===== src/rtl/core/slc_pkg.sv =====
// Shared constants, types and widths for the signed log compander.
package slc_pkg;

    // Sample and gain formats
    localparam int SAMPLE_WIDTH  = 16;
    localparam int LOG_FRAC_BITS = 16;
    localparam int GAIN_W        = 16;
    localparam int GAIN_FRAC     = 8;
    localparam logic [GAIN_W-1:0] GAIN_RESET = 16'd2560;

    // log2 datapath: exponent, Q1.30 mantissa, Q.LOG_FRAC_BITS result
    localparam int E_W    = $clog2(SAMPLE_WIDTH);
    localparam int Y_W    = 31;
    localparam int LOG2_W = E_W + LOG_FRAC_BITS;

    // ln(2) in Q0.32 and the ln product widths
    localparam int LN2_W = 32;
    localparam logic [LN2_W-1:0] LN2_Q32 = 32'd2977044472;
    localparam int LN_PROD_W = LOG2_W + LN2_W;
    localparam int LN_W      = LOG2_W;

    // Gain product and saturation compare widths
    localparam int PROD_W = GAIN_W + LN_W;
    localparam int MAG_W  = PROD_W - GAIN_FRAC - LOG_FRAC_BITS;
    localparam int CMP_W  = MAG_W + SAMPLE_WIDTH;

    typedef logic signed [SAMPLE_WIDTH-1:0] sample_t;
    typedef logic signed [GAIN_W-1:0]       gain_t;

    // Payload handed from cell to cell
    typedef struct packed {
        logic [Y_W-1:0]    y;
        logic [LOG2_W-1:0] acc;
        logic              nonpos;
    } cell_data_t;

endpackage


===== src/rtl/core/slc_cell.sv =====
// One squaring cell: produces one fraction bit of log2 per beat.
module slc_cell (
    input  logic                clk,
    input  logic                rst_n,
    input  logic                advance,
    input  logic                in_valid,
    input  slc_pkg::cell_data_t in_data,
    output logic                out_valid,
    output slc_pkg::cell_data_t out_data
);
    import slc_pkg::*;

    localparam int SQ_W = 2 * Y_W;

    logic [SQ_W-1:0] sq;
    logic [Y_W:0]    y2;
    logic            bit_out;
    cell_data_t      data_next;
    cell_data_t      data_reg;
    logic            valid_reg;

    // y = y*y >> 30; renormalize when it reaches 2.0 and shift the bit in
    always_comb
    begin
        sq               = SQ_W'(in_data.y) * SQ_W'(in_data.y);
        y2               = sq[SQ_W-1:Y_W-1];
        bit_out          = y2[Y_W];
        data_next.y      = bit_out ? y2[Y_W:1] : y2[Y_W-1:0];
        data_next.acc    = {in_data.acc[LOG2_W-2:0], bit_out};
        data_next.nonpos = in_data.nonpos;
    end

    always_ff @(posedge clk or negedge rst_n)
    begin
        if (!rst_n)
        begin
            valid_reg <= 1'b0;
        end
        else if (advance)
        begin
            valid_reg <= in_valid;
        end
    end

    always_ff @(posedge clk)
    begin
        if (advance)
        begin
            data_reg <= data_next;
        end
    end

    assign out_valid = valid_reg;
    assign out_data  = data_reg;

endmodule


===== config.mk =====
export PLATFORM = sky130hd
export DESIGN_NAME = slc_cell
export DESIGN_NICKNAME = d
export VERILOG_FILES = /design/src/rtl/core/slc_pkg.sv /design/src/rtl/core/slc_cell.sv
export SDC_FILE = /design/constraint.sdc
export NUM_CORES = 2
export LEC_CHECK = 0
export BUFFER_PORTS_ARGS = -buffer_cell sky130_fd_sc_hd__clkbuf_2
export CAP_MARGIN = 30
export CORE_UTILIZATION = 55
export CTS_BUF_LIST = sky130_fd_sc_hd__clkbuf_4 sky130_fd_sc_hd__clkbuf_8
export CTS_CLUSTER_SIZE = 30
export DETAILED_ROUTE_END_ITERATION = 12
export PLACE_DENSITY = 0.72
export SETUP_SLACK_MARGIN = 0.2
export SLEW_MARGIN = 10
export SYNTH_ARGS = -nofsm -noshare
export SYNTH_HDL_FRONTEND = slang
export SYNTH_SLANG_ARGS = --single-unit

===== constraint.sdc =====
create_clock -name clk -period 1.1 [get_ports clk]
set_clock_uncertainty 0.15 [all_clocks]
set_input_delay 0.165 -clock clk [delete_from_list [all_inputs] [get_ports clk]]
set_output_delay 0.165 -clock clk [all_outputs]
set_load 0.05 [all_outputs]

==> reports/metrics.cfg <==
[global_route]
grt_use_total_pct = 31.6
grt_pass1_wl_microns = 132000
grt_overflow_total = 0
grt_pass1_vias = 26000
grt_max_degree = 20
antenna_found_initial = 1

[cts]
path_clk_slew_ns = 0.09
cts_tree = done
cts_buffer_depth = 2
cts-htree-levels = 2
cts_buffers = 5
cts_hold_repair.buffers = 21
cts_root_buf = clkbuf_8
clk-insertion-delay-late_ns = 0.30
cts.sinks = 53

[worst_hold_path]
hold_depth = 2
hold_path.class = in -> reg

[worst_setup_path]
startpoint = in_data[28]
cp_max_fo = 15
endpoint = out_data[44]
cp.required_ns = 1.01
end_kind = flip-flop
cpPeakStageDelay_ns = 0.56
reg2reg_depth = 1
r2r_start = out_valid
arrival_ns = 7.48
start_kind = input port
slowest_stage = fa_2
path_class = in -> reg
crit_top_cell = fa_1
r2r_setup_slack_ns = 0.16
r2r_end = out_valid

[synth]
synth.cell_area_sq_um = 29000
ys_ff_latch = 53
netlist_instances = 3028
synth_area_leader_cell = fa_1
syn_avg_cell_area_sq_um = 9.59
ys_seq_area_share_pct = 5.47
synth_cell_type_count = 68
syn-num-nets = 4100
synth_edf_count = 52
synth_ff_type = edfxtp_1
yosysWarnings = 0
async_flop_share_pct = 1.89
synthTopCellsByArea = fa_1 (52%), inv_1 (12%), ha_1 (12%)
synth_most_common_cell = inv_1
synth_top_area_share_pct = 51.5
synth_common_cells = inv_1 (912), fa_1 (747), nand2_1 (309), ha_1 (269), and2_1 (189)

[sta]
worst_pin_slew_ns = 0.534
timing.final.crit_share_pct = 688
slew_violations = 0
hold_violations = 1
max_clock_freq_mhz = 132
final.setup.worst_slack_ns = -6.47
relSlewSlack_pct = 64.1
grt_setup_unrepaired = yes
whs_ns = -0.0583
period_needed_ns = 7.57
final-setup-viol-count = 85

[drt]
wl_met1_microns = 30400
met2_length_microns = 42500
wl_met3_microns = 4790
vias = 22900
top_layer = met5
wl_per_cell_microns = 19.1
drt_wl_total_microns = 82200
dr.pass1.iters = 5
vias_per_cell = 5.30
drt_iter0_drc = 1465
drcViolationCount = 0
ant_nets = 0

[status]
violations = hold timing, setup timing
status = finished with violations

[cells_and_area]
syn_to_final_growth_pct = 25.1
final_cells = 4310
antenna_cells = 0
post-route-util_pct = 70.2
drive_gt1_share_pct = 23.1
layout.nets = 4701
final_area_sq_um = 36300

[die]
row_count = 83
coreArea_sq_um = 51700
fp.dieH_microns = 232
start_util_pct = 56.1
ios = 109
die-area_sq_um = 53700
die_w_microns = 232

[place]
numPortBuffers = 107
dp_hpwl_microns = 69000
finalWeightedCongestion = 0.982
placed_cell_area_sq_um = 34500
dp.cells = 4250

[job]
drv_cap = 0

[critical path, delay by kind of cell]
| kind | cells | cell delay [ns] |
|---|---|---|
| simple gates | 5 | 0.93 |
| mux | 1 | 0.31 |
| buf+inv | 5 | 0.59 |
| compound gates | 4 | 1.34 |
| fa+ha+maj | 9 | 3.93 |
| xor+xnor | 1 | 0.17 |
[layout make-up]
class                      instances  area [sq um]
clock buffer                       8          91.3
fill                            3647         15400
sequential                        53          1590
tap                              680           851
inverter                         913          3430
timing repair buffer             706          6260
multi-input combinational       1950         24100
[worst min path at each step]
stage	from	end	slack, ns
finish	in_valid	out_valid	-0.06
global route	in_valid	out_valid	-0.06
CTS	in_valid	out_valid	-0.06
detailed placement	rst_n	out_valid	-0.21
global placement	rst_n	out_valid	-0.21
floorplan	rst_n	out_valid	-0.28
[stage by stage]
step / TNS [ns] / hold slack [ns] / setup WS (ns)
CTS: -206.07 / -0.0575 / -6.35
finish: -210.79 / -0.0583 / -6.47
global placement: -213.46 / -0.209 / -6.81
detailed placement: -217.01 / -0.209 / -6.86
floorplan: -193.28 / -0.281 / -6.22
global route: -216.05 / -0.0629 / -6.58
[sequential cells by signal, summed over array words and instances, names as in the netlist]
register   cells
out_valid      1
out_data      52
[cells by family (layout without fill, tap and decap cells)]
logic type                 after synthesis  in the layout  synth area share (%)
AOI/OAI and AO/OA                      200            200                  4.49
muxes                                   35             35                  1.28
adders and majority gates             1016           1016                  63.1
buffers and inverters                 1025           1627                  13.4
xor gates and xnor gates                55             55                  1.66
DFF                                     53             53                  5.47
and+or+nand+nor                        644            644                  10.6
[routing by layer]
metal	global-route usage, %	vias up
met5	0	-
met4	13.6	2
met3	3.62	266
met2	56.4	870
met1	38.7	11700
li1	-	10000
[layout by cell type (no fill, tap or decap), types with 27 or more instances in the layout]
cell / count
inv_1: 897
ha_1: 258
fa_1: 728
and2_1: 173
a21oi_1: 63
nor2_1: 56
clkbuf_2: 34
nand2_1: 298
buf_12: 32
edfxtp_1: 52
o21ai_0: 28
clkbuf_8: 39
buf_4: 529
xnor2_1: 27
[timing repair]
action / CTS / global route
endpoints found under the setup margin: 86 / 91
gates resized for setup: 178 / 141
hold endpoints to repair: 22 / 1
pin swaps: 38 / 88
buffers inserted: 13 / 13
cloned: 2 / 3
Power is left out: the tool's default activity adds up to more than one toggle a clock period on the data nets, which glitch-free logic cannot reach.
