### src/rtl/core/slc_pkg.sv
// Shared constants, types and widths for the signed log compander.
package slc_pkg;

    // Sample and gain formats
    localparam int SAMPLE_WIDTH  = 16;
    localparam int LOG_FRAC_BITS = 16;
    localparam int GAIN_W        = 16;
    localparam int GAIN_FRAC     = 8;
    localparam logic [GAIN_W-1:0] GAIN_RESET = 16'd2560;

    // log2 datapath: exponent, Q1.30 mantissa, Q.LOG_FRAC_BITS result
    localparam int E_W    = $clog2(SAMPLE_WIDTH);
    localparam int Y_W    = 31;
    localparam int LOG2_W = E_W + LOG_FRAC_BITS;

    // ln(2) in Q0.32 and the ln product widths
    localparam int LN2_W = 32;
    localparam logic [LN2_W-1:0] LN2_Q32 = 32'd2977044472;
    localparam int LN_PROD_W = LOG2_W + LN2_W;
    localparam int LN_W      = LOG2_W;

    // Gain product and saturation compare widths
    localparam int PROD_W = GAIN_W + LN_W;
    localparam int MAG_W  = PROD_W - GAIN_FRAC - LOG_FRAC_BITS;
    localparam int CMP_W  = MAG_W + SAMPLE_WIDTH;

    typedef logic signed [SAMPLE_WIDTH-1:0] sample_t;
    typedef logic signed [GAIN_W-1:0]       gain_t;

    // Payload handed from cell to cell
    typedef struct packed {
        logic [Y_W-1:0]    y;
        logic [LOG2_W-1:0] acc;
        logic              nonpos;
    } cell_data_t;

endpackage

### src/rtl/core/slc_scale.sv
// Back end: log2 to ln, gain multiply, sign and saturation (three stages).
module slc_scale (
    input  logic                clk,
    input  logic                rst_n,
    input  logic                advance,
    input  slc_pkg::gain_t      gain,
    input  logic                in_valid,
    input  slc_pkg::cell_data_t in_data,
    output logic                out_valid,
    output slc_pkg::sample_t    out_scaled
);
    import slc_pkg::*;

    localparam logic [LN_PROD_W-1:0] ROUND_HALF = LN_PROD_W'(1) << (LN2_W - 1);
    localparam logic [CMP_W-1:0] LIM_POS = (CMP_W'(1) << (SAMPLE_WIDTH - 1)) - CMP_W'(1);
    localparam logic [CMP_W-1:0] LIM_NEG = CMP_W'(1) << (SAMPLE_WIDTH - 1);

    // Stage A
    logic [LN_PROD_W-1:0] ln_full;
    logic [LN_W-1:0]      ln_reg;
    logic                 nonpos_a_reg;
    logic                 valid_a_reg;

    // Stage B
    logic [GAIN_W-1:0]    g_bits;
    logic [GAIN_W-1:0]    gabs;
    logic                 g_neg;
    logic [PROD_W-1:0]    prod;
    logic [MAG_W-1:0]     mag_reg;
    logic                 neg_reg;
    logic                 valid_b_reg;

    // Stage C
    logic [CMP_W-1:0]     mag_ext;
    logic [CMP_W-1:0]     sat;
    logic                 neg_eff;
    logic [SAMPLE_WIDTH-1:0] scaled_next;
    logic [SAMPLE_WIDTH-1:0] scaled_reg;
    logic                 valid_c_reg;

    // ln = round(log2 * ln2)
    assign ln_full = LN_PROD_W'(in_data.acc) * LN_PROD_W'(LN2_Q32) + ROUND_HALF;

    // |gain| * ln, truncated to an integer magnitude
    always_comb
    begin
        g_bits = gain;
        g_neg  = g_bits[GAIN_W-1];
        gabs   = g_neg ? (~g_bits + GAIN_W'(1)) : g_bits;
        prod   = PROD_W'(gabs) * PROD_W'(ln_reg);
    end

    // Negative zero collapses to zero; clamp to the sample range
    always_comb
    begin
        mag_ext = CMP_W'(mag_reg);
        neg_eff = neg_reg && (mag_reg != '0);
        if (neg_eff)
        begin
            sat = (mag_ext > LIM_NEG) ? LIM_NEG : mag_ext;
        end
        else
        begin
            sat = (mag_ext > LIM_POS) ? LIM_POS : mag_ext;
        end
        scaled_next = neg_eff ? (~sat[SAMPLE_WIDTH-1:0] + SAMPLE_WIDTH'(1))
                              : sat[SAMPLE_WIDTH-1:0];
    end

    always_ff @(posedge clk or negedge rst_n)
    begin
        if (!rst_n)
        begin
            valid_a_reg <= 1'b0;
            valid_b_reg <= 1'b0;
            valid_c_reg <= 1'b0;
        end
        else if (advance)
        begin
            valid_a_reg <= in_valid;
            valid_b_reg <= valid_a_reg;
            valid_c_reg <= valid_b_reg;
        end
    end

    always_ff @(posedge clk)
    begin
        if (advance)
        begin
            ln_reg       <= ln_full[LN2_W +: LN_W];
            nonpos_a_reg <= in_data.nonpos;
            mag_reg      <= prod[PROD_W-1 -: MAG_W];
            neg_reg      <= g_neg != nonpos_a_reg;
            scaled_reg   <= scaled_next;
        end
    end

    assign out_valid  = valid_c_reg;
    assign out_scaled = scaled_reg;

endmodule

### config.mk
export PLATFORM = sky130hd
export DESIGN_NAME = slc_scale
export DESIGN_NICKNAME = d
export VERILOG_FILES = /design/src/rtl/core/slc_pkg.sv /design/src/rtl/core/slc_scale.sv
export SDC_FILE = /design/constraint.sdc
export NUM_CORES = 1
export LEC_CHECK = 0
export ABC_AREA = 1
export BUFFER_PORTS_ARGS = -buffer_cell sky130_fd_sc_hd__buf_4
export CAP_MARGIN = 20
export CORE_ASPECT_RATIO = 0.7
export CORE_MARGIN = 2
export CORE_UTILIZATION = 60
export DETAILED_ROUTE_END_ITERATION = 6
export PLACE_DENSITY = 0.78
export SLEW_MARGIN = 20
export SYNTH_ARGS = -nofsm -noshare
export SYNTH_HDL_FRONTEND = slang
export SYNTH_SLANG_ARGS = --single-unit
### constraint.sdc
create_clock -name clk -period 7.82 [get_ports clk]
set_clock_uncertainty 0.2 [all_clocks]
set_input_delay 1.173 -clock clk [delete_from_list [all_inputs] [get_ports clk]]
set_output_delay 1.173 -clock clk [all_outputs]
set_load 0.005 [all_outputs]
==> flow_metrics.tcl <==
set metrics [dict create \
    outcome "complete, but fails checks" \
    violations "DRC" \
    wl_per_cell_um 18.6 \
    clk_path_buf_depth 2 \
    root_buffer "clkbuf_16" \
    tightest_slew_ns 0.769 \
    utilization 0.688 \
    clkTransAtPathRegs_ns 0.08 \
    die_x_um 243 \
    vias_per_cell 5.41 \
    required_ns 7.69 \
    grt_pass1_vias 21054 \
    pin_count 89 \
    max_clock_freq_mhz 130 \
    rsz0062_at_grt "true" \
    clock-sinks 53 \
    initial_core_util 0.607 \
    row_count 61 \
    track_usage 0.350 \
    hold_ws_ns 0.313 \
    cts_hold_buf 0 \
    cpPeakStageDelay_ns 0.57 \
    synth.largest_area_cell "fa_1" \
    synthMuxAreaShare 0.000468 \
    cp_max_fo 8 \
    relSlewSlack 0.488 \
    grt_pass1_wl_mm 112 \
    slew_viol_final 0 \
    cp_data_arrival_time_ns 7.53 \
    worstRegToRegCells 20 \
    hpwl_mm 62.2 \
    wl_mm 70.8 \
    synth_edf_count 50 \
    gp_congestion 1.09 \
    cts_buffers 5 \
    ys_types 44 \
    grt_overflow 0 \
    ys_seq_elements 53 \
    async_flop_share 0.0566 \
    yosys.area_share.simple 0.185 \
    clk_latency_ns 0.31 \
    yosysMostFrequentCell "inv_1" \
    ys_top_cells_by_count "inv_1, nand2_1, fa_1" \
    ctsHtreeMaxLevel 2 \
    synth_area_per_cell_sq_um 7.85 \
    drive_above_1_share 0.124 \
    cap_violations 0 \
    synthXorXnorAreaFrac 0.0182 \
    dieArea_sq_um 41700 \
    core_area_sq_um 39600 \
    netlist_instances 3063 \
    dp.cells 3794 \
    setup_viol_count_final 0 \
    drt_first_pass_iters 7 \
    drt-initial-drc-count 2029 \
    synthAdderAreaFrac 0.553 \
    synth_area_leaders "fa_1, ha_1, inv_1, nand2_1, edfxtp_1" \
    layout.nets 4146 \
    synth_top_family_by_area "adder cells" \
    synth.top_cell.area_share 0.373 \
    largest_reg_flops 20 \
    layoutNonFillerInstCount 3815 \
    hold_class "reg -> reg" \
    netlist_area_sq_um 24100 \
    ant_nets 0 \
    ys.flop_type "edfxtp_1" \
    antenna_found_initial 3 \
    fin_crit_ns 7.66 \
    areaGrowthSynthToFinish_pct 13.3 \
    seq_area_frac_synth 0.0655 \
    diodes 0 \
    cpMaxStageDelayCell "fa_1" \
    hold_depth 0 \
    hold_viol 0 \
    fin_crit_sh 0.980 \
    fillers 3263 \
    route.detailed.drc 5 \
    synth_compound_area_frac 0.0342 \
    worstSetupPathType "in -> reg" \
    die_h_um 172 \
    cp-start-kind "input pin" \
    synth_fp_nets 3930 \
    port_buffers 57 \
    vias 20622 \
    crit_path_frequent_cell "inv_1" \
    ys_warn_count 0 \
    grt_max_degree 56 \
    cts_tree "built" \
    crit_path_end_kind "register" \
]
-- per-layer routing --
layer | GRT usage | part of all wire | vias to the layer above
met3 | 0.143 | 0.14 | 92
li1 | - | - | 9475
met1 | 0.520 | 0.45 | 10056
met4 | 0.0531 | 0.014 | 6
met5 | 0 | 0.00059 | -
met2 | 0.484 | 0.39 | 993
-- layout by cell type, fill, tap and decap left out, types with 29 or more instances in the layout --
| cell type | count |
|---|---|
| o21ai_0 | 30 |
| ha_1 | 332 |
| nor2_2 | 31 |
| fa_1 | 438 |
| edfxtp_1 | 50 |
| nand3_1 | 62 |
| inv_1 | 858 |
| nand4_1 | 29 |
| nand2_1 | 705 |
| nor2_1 | 197 |
| buf_4 | 241 |
| a21oi_1 | 61 |
-- worst max-delay path, delay by kind of cell --
| family | cells | cell delay [ns] |
|---|---|---|
| adders and majority gates | 8 | 3.65 |
| and+or+nand+nor | 8 | 0.87 |
| buffers and inverters | 10 | 0.75 |
| AOI/OAI and AO/OA | 3 | 0.73 |
| xor gates and xnor gates | 2 | 0.34 |
-- metrics by stage --
| stage | instance area [sq um] | setup TNS, ns | setup slack [ns] |
|---|---|---|---|
| CTS | 26600 | 0 | 0.00179 |
| detailed placement | 26400 | -5.91 | -0.520 |
| floorplan | 24100 | 0 | 0.0334 |
| finish | 27200 | 0 | 0.156 |
| global route | 27200 | -0.562 | -0.0980 |
| global placement | 26400 | -3.69 | -0.389 |
-- worst paths after layout --
path	endpoint	slack [ns]	startpoint
max in group asynchronous	valid_b_reg	6.90	rst_n
min reg2reg	out_scaled[0]	0.31	mag_reg[0]
min	out_scaled[0]	0.31	mag_reg[0]
max reg2reg	mag_reg[10]	1.35	ln_reg[7]
max	mag_reg[10]	0.16	gain[0]
min in group asynchronous	out_valid	0.43	rst_n
-- kinds of logic after synthesis --
kind of cell | count (synthesis)
flip-flops | 53
AO/OA/AOI/OAI | 149
XOR/XNOR | 49
multiplexers | 1
buffers and inverters | 917
adder cells (fa/ha/maj) | 795
AND/OR/NAND/NOR | 1099
-- area by class of cell --
class | count | area [sq um] | share of cell area
timing repair buffer | 249 | 1950 | 0.0715
sequential | 53 | 1580 | 0.0579
tap | 535 | 669 | 0.0246
clock inverter | 3 | 26.3 | 0.000964
clock buffer | 5 | 125 | 0.00459
inverter | 877 | 3300 | 0.121
multi-input combinational | 2093 | 19600 | 0.719
-- timing repair --
item / CTS / global route
buffers inserted: 2 / 11
pin swaps: 2 / 57
endpoints found under the hold margin: 0 / 0
resized for setup: 8 / 147
endpoints found under the setup margin: 11 / 29
Power is left out: the tool's default activity adds up to more than one toggle a clock period on the data nets, which glitch-free logic cannot reach.
