File: src/rtl/core/slc_pkg.sv
// Shared constants, types and widths for the signed log compander.
package slc_pkg;

    // Sample and gain formats
    localparam int SAMPLE_WIDTH  = 16;
    localparam int LOG_FRAC_BITS = 16;
    localparam int GAIN_W        = 16;
    localparam int GAIN_FRAC     = 8;
    localparam logic [GAIN_W-1:0] GAIN_RESET = 16'd2560;

    // log2 datapath: exponent, Q1.30 mantissa, Q.LOG_FRAC_BITS result
    localparam int E_W    = $clog2(SAMPLE_WIDTH);
    localparam int Y_W    = 31;
    localparam int LOG2_W = E_W + LOG_FRAC_BITS;

    // ln(2) in Q0.32 and the ln product widths
    localparam int LN2_W = 32;
    localparam logic [LN2_W-1:0] LN2_Q32 = 32'd2977044472;
    localparam int LN_PROD_W = LOG2_W + LN2_W;
    localparam int LN_W      = LOG2_W;

    // Gain product and saturation compare widths
    localparam int PROD_W = GAIN_W + LN_W;
    localparam int MAG_W  = PROD_W - GAIN_FRAC - LOG_FRAC_BITS;
    localparam int CMP_W  = MAG_W + SAMPLE_WIDTH;

    typedef logic signed [SAMPLE_WIDTH-1:0] sample_t;
    typedef logic signed [GAIN_W-1:0]       gain_t;

    // Payload handed from cell to cell
    typedef struct packed {
        logic [Y_W-1:0]    y;
        logic [LOG2_W-1:0] acc;
        logic              nonpos;
    } cell_data_t;

endpackage

File: src/rtl/core/slc_norm.sv
// Front end: magnitude, exponent search and mantissa normalization (two stages).
module slc_norm (
    input  logic               clk,
    input  logic               rst_n,
    input  logic               advance,
    input  logic               in_valid,
    input  slc_pkg::sample_t   in_sample,
    output logic               out_valid,
    output slc_pkg::cell_data_t out_data
);
    import slc_pkg::*;

    localparam int WIDE_W = SAMPLE_WIDTH + Y_W - 1;

    logic [SAMPLE_WIDTH-1:0] u;
    logic [SAMPLE_WIDTH-1:0] abs_x;
    logic [SAMPLE_WIDTH-1:0] m_next;
    logic                    nonpos_next;
    logic [SAMPLE_WIDTH-1:0] m_reg;
    logic                    nonpos_reg;
    logic                    m_valid_reg;

    logic [E_W-1:0]          e;
    logic [WIDE_W-1:0]       wide;
    cell_data_t              data_next;
    cell_data_t              data_reg;
    logic                    valid_reg;

    // m = |x| + 1; zero and negative samples take the odd branch
    always_comb
    begin
        u           = in_sample;
        abs_x       = u[SAMPLE_WIDTH-1] ? (~u + SAMPLE_WIDTH'(1)) : u;
        m_next      = abs_x + SAMPLE_WIDTH'(1);
        nonpos_next = u[SAMPLE_WIDTH-1] || (u == '0);
    end

    always_ff @(posedge clk or negedge rst_n)
    begin
        if (!rst_n)
        begin
            m_valid_reg <= 1'b0;
        end
        else if (advance)
        begin
            m_valid_reg <= in_valid;
        end
    end

    always_ff @(posedge clk)
    begin
        if (advance)
        begin
            m_reg      <= m_next;
            nonpos_reg <= nonpos_next;
        end
    end

    // Top set bit gives the integer log2; shift m into Q1.30
    always_comb
    begin
        e = '0;
        for (int i = 0; i < SAMPLE_WIDTH; i++)
        begin
            if (m_reg[i])
            begin
                e = E_W'(i);
            end
        end
        wide             = {m_reg, {(Y_W-1){1'b0}}} >> e;
        data_next.y      = wide[Y_W-1:0];
        data_next.acc    = LOG2_W'(e);
        data_next.nonpos = nonpos_reg;
    end

    always_ff @(posedge clk or negedge rst_n)
    begin
        if (!rst_n)
        begin
            valid_reg <= 1'b0;
        end
        else if (advance)
        begin
            valid_reg <= m_valid_reg;
        end
    end

    always_ff @(posedge clk)
    begin
        if (advance)
        begin
            data_reg <= data_next;
        end
    end

    assign out_valid = valid_reg;
    assign out_data  = data_reg;

endmodule

File: config.mk
export PLATFORM = sky130hd
export DESIGN_NAME = slc_norm
export DESIGN_NICKNAME = d
export VERILOG_FILES = /design/src/rtl/core/slc_pkg.sv /design/src/rtl/core/slc_norm.sv
export SDC_FILE = /design/constraint.sdc
export NUM_CORES = 1
export LEC_CHECK = 0
export BUFFER_PORTS_ARGS = -buffer_cell sky130_fd_sc_hd__clkbuf_2
export CAP_MARGIN = 20
export CORE_MARGIN = 4
export CORE_UTILIZATION = 46
export CTS_CLUSTER_SIZE = 16
export DETAILED_ROUTE_END_ITERATION = 7
export MAX_ROUTING_LAYER = met4
export PLACE_DENSITY = 0.7
export REMOVE_ABC_BUFFERS = 1
export SLEW_MARGIN = 20
export SYNTH_ARGS = -nofsm -noshare
export SYNTH_HDL_FRONTEND = slang
export SYNTH_SLANG_ARGS = --single-unit
File: constraint.sdc
create_clock -name clk -period 4.32 [get_ports clk]
set_clock_uncertainty 0.05 [all_clocks]
set_input_delay 0.648 -clock clk [delete_from_list [all_inputs] [get_ports clk]]
set_output_delay 0.648 -clock clk [all_outputs]
set_load 0.01 [all_outputs]
==> results.sh <==
export IMPL_status="finished clean"
export IMPL_cpMaxStageDelayCell="mux4_2"
export IMPL_synth_cell_types=75
export IMPL_cts_made_buffers=5
export IMPL_path_class="reg2reg"
export IMPL_path_buf_inv=0
export IMPL_rows=30
export IMPL_wl_met3_um=381
export IMPL_antenna_found_initial=0
export IMPL_finalCritPeriodShare=0.6552
export IMPL_drt_iter0_markers=161
export IMPL_largest_reg_flops=21
export IMPL_cp_max_fo=13
export IMPL_cp_depth=5
export IMPL_cts_reportedPaths_clkPinSlew_ns=0.08
export IMPL_relSlewSlack=0.3652
export IMPL_io_pins=73
export IMPL_cp_endpoint="out_data[47]$_DFFE_PP_"
export IMPL_maxCapViolations=0
export IMPL_viasPerCell=5.474
export IMPL_nNetsFinal=400
export IMPL_yosysSeqAreaShare=0.3687
export IMPL_timing_hold_ws_ns=0.08081
export IMPL_rr_endpoint="out_data[47]$_DFFE_PP_"
export IMPL_root_buffer="clkbuf_8"
export IMPL_cp_data_arrival_time_ns=2.83
export IMPL_reg2reg_depth=5
export IMPL_synth_async_sr_flop_share=0.05000
export IMPL_layout_common_cells="clkbuf_2 (41), edfxtp_1 (38), conb_1 (31)"
export IMPL_synth_top_area_share=0.3532
export IMPL_hold_violations=0
export IMPL_drv_slew=0
export IMPL_route_met2_wl_um=3424
export IMPL_grt_pass1_wl_um=11330
export IMPL_cp_end_kind="flop"
export IMPL_hold_path_class="in2async"
export IMPL_grt_pass1_vias=2434
export IMPL_drt_met1_wl_um=2902
export IMPL_grt_ovfl_total=0
export IMPL_yosysWarnings=0
export IMPL_drt_wl_total_um=6847
export IMPL_die_x_um=91.81
export IMPL_p_leak_nw=1.291
export IMPL_period_minus_slack_ns=2.830
export IMPL_synthTopCellsByArea="edfxtp_1 (35%), buf_4 (7.2%), xnor2_1 (3.5%)"
export IMPL_cp_required_ns=4.32
export IMPL_clock_sinks=40
export IMPL_dp_hpwl_um=5376
export IMPL_num_antenna_cells=0
export IMPL_core_area_sq_um=6794
export IMPL_cts_resized_gates=0
export IMPL_crit_chain="or3b_1 -> a311o_1 -> o21ai_4 -> mux4_2 -> a221o_1"
export IMPL_worstMarginPinSlew_ns=0.9521
export IMPL_highest_layer="met4"
export IMPL_fmax_mhz=353.3
export IMPL_max_clock_path_buffers=2
export IMPL_drtPass1Iterations=4
export IMPL_cts_tree="done"
export IMPL_cts_setup_buffers=0
export IMPL_h_tree_depth=2
export IMPL_die_h_um=91.81
export IMPL_avgSynthCellArea_sq_um=9.391
export IMPL_r2r_start="m_reg[11]$_DFFE_PP_"
export IMPL_die_area_sq_um=8428
export IMPL_gp_congestion=0.9363
export IMPL_drive_above_1_share=0.1873
export IMPL_grt_max_degree=41
export IMPL_cts_hold_buffers_added=0
export IMPL_area_growth_pct=8.211
export IMPL_vdd_drop_max_uv=138.5
export IMPL_synth_cell_area_sq_um=3231
export IMPL_setup_tns_ns=0
export IMPL_p_per_area_nw_per_um2=325.7
export IMPL_critPathTopFamily="compound AO/OA/AOI/OAI gates"
export IMPL_yosysTopAreaCell="edfxtp_1"
export IMPL_setup_viol=0
export IMPL_initial_utilization=0.4755
export IMPL_synth_flop_cell="edfxtp_1"
export IMPL_grt_usage=0.1680
export IMPL_vias=2600
export IMPL_start_kind="flop"
export IMPL_crit_path_start="m_reg[11]$_DFFE_PP_"
export IMPL_antenna_left=0
export IMPL_route_detailed_drc=0
export IMPL_slowest_delay_ns=0.58
export IMPL_routedWlPerCell_um=14.41
export IMPL_ys_ff_latch=40
export IMPL_port_buffer_count=41
export IMPL_clk_insertion_delay_late_ns=0.29
export IMPL_synthesis_instances=344
export IMPL_r2r_slack_ns=1.49
export IMPL_layout_commonest_cell="clkbuf_2"
export IMPL_grt_setup_unrepaired="false"
export IMPL_synth_edf_count=38
layout make-up:
class	instances	area, sq um
flip-flops and latches	40	1191
clock buffers	5	68.82
repair buffers	42	212.7
well taps	96	120.1
fillers	656	3298
clock inverters	3	42.54
inverters	16	62.56
multi-input cells	273	1798
layer usage:
metal  vias to the layer above  global-route usage
met3                        15             0.03445
met4                         0             0.04950
met2                        90              0.2982
met5                         -                   -
met1                      1205              0.1912
li1                       1290                   -
report_power, final:
part	internal [mW]	switching [mW]	leakage, nW	total (mW)
Clock	0.171	0.128	0.0541	0.298
Combinational	0.126	0.188	0.845	0.314
Sequential	0.482	0.0445	0.391	0.527
per-stage QoR:
step	utilization	setup WS (ns)	instance area, sq um	total power [mW]	instances
2_1_floorplan	-	1.625	3052	0.7402	329
3_3_place_gp	0.4982	1.392	3385	0.8408	467
3_5_place_dp	0.4982	1.303	3385	0.8455	467
4_1_cts	0.5145	1.495	3496	1.143	475
5_1_grt	0.5145	1.396	3496	1.201	475
6_report	0.5145	1.490	3496	1.139	475
worst register-to-register path: stages, from the launching register on:
cell and delay, ns:
edfxtp_1 0.56, or3b_1 0.45, a311o_1 0.47, o21ai_4 0.15
mux4_2 0.58, a221o_1 0.33
synthesized netlist by cell type (3+ instances only):
library cell,instances
and3_1,3
or3_1,3
a31oi_1,4
o31ai_1,5
o21ai_0,14
nor4_1,3
nand4_1,6
mux2i_1,4
buf_2,5
nor2b_1,7
nor2_1,30
buf_4,31
o221ai_1,3
nand2_1,22
nor3_1,8
edfxtp_1,38
xnor2_1,13
a21oi_1,13
clkbuf_1,9
xor2_1,10
nand3_1,12
inv_1,14
nand2b_1,12
o211ai_1,11
kinds of logic after synthesis:
family / synth area share
muxes: 0.03563
xor gates and xnor gates: 0.06235
adders and majority gates: 0.007745
DFF: 0.3687
and+or+nand+nor: 0.2037
buffers and inverters: 0.1096
AOI/OAI and AO/OA: 0.2111
other: 0.001161
how the worst min path moves through the flow:
stage	startpoint	endpoint	slack, ns	depth (start not counted)
6_report	rst_n	m_valid_reg$_DFFE_PN0P_	0.08	1
5_1_grt	rst_n	m_valid_reg$_DFFE_PN0P_	0.07	1
4_1_cts	rst_n	m_valid_reg$_DFFE_PN0P_	0.08	1
3_5_place_dp	nonpos_reg$_DFFE_PP_	out_data[0]$_DFFE_PP_	0.36	0
3_3_place_gp	nonpos_reg$_DFFE_PP_	out_data[0]$_DFFE_PP_	0.35	0
2_1_floorplan	rst_n	m_valid_reg$_DFFE_PN0P_	0.30	0
Note: power is estimated with default switching activity, not from simulation.
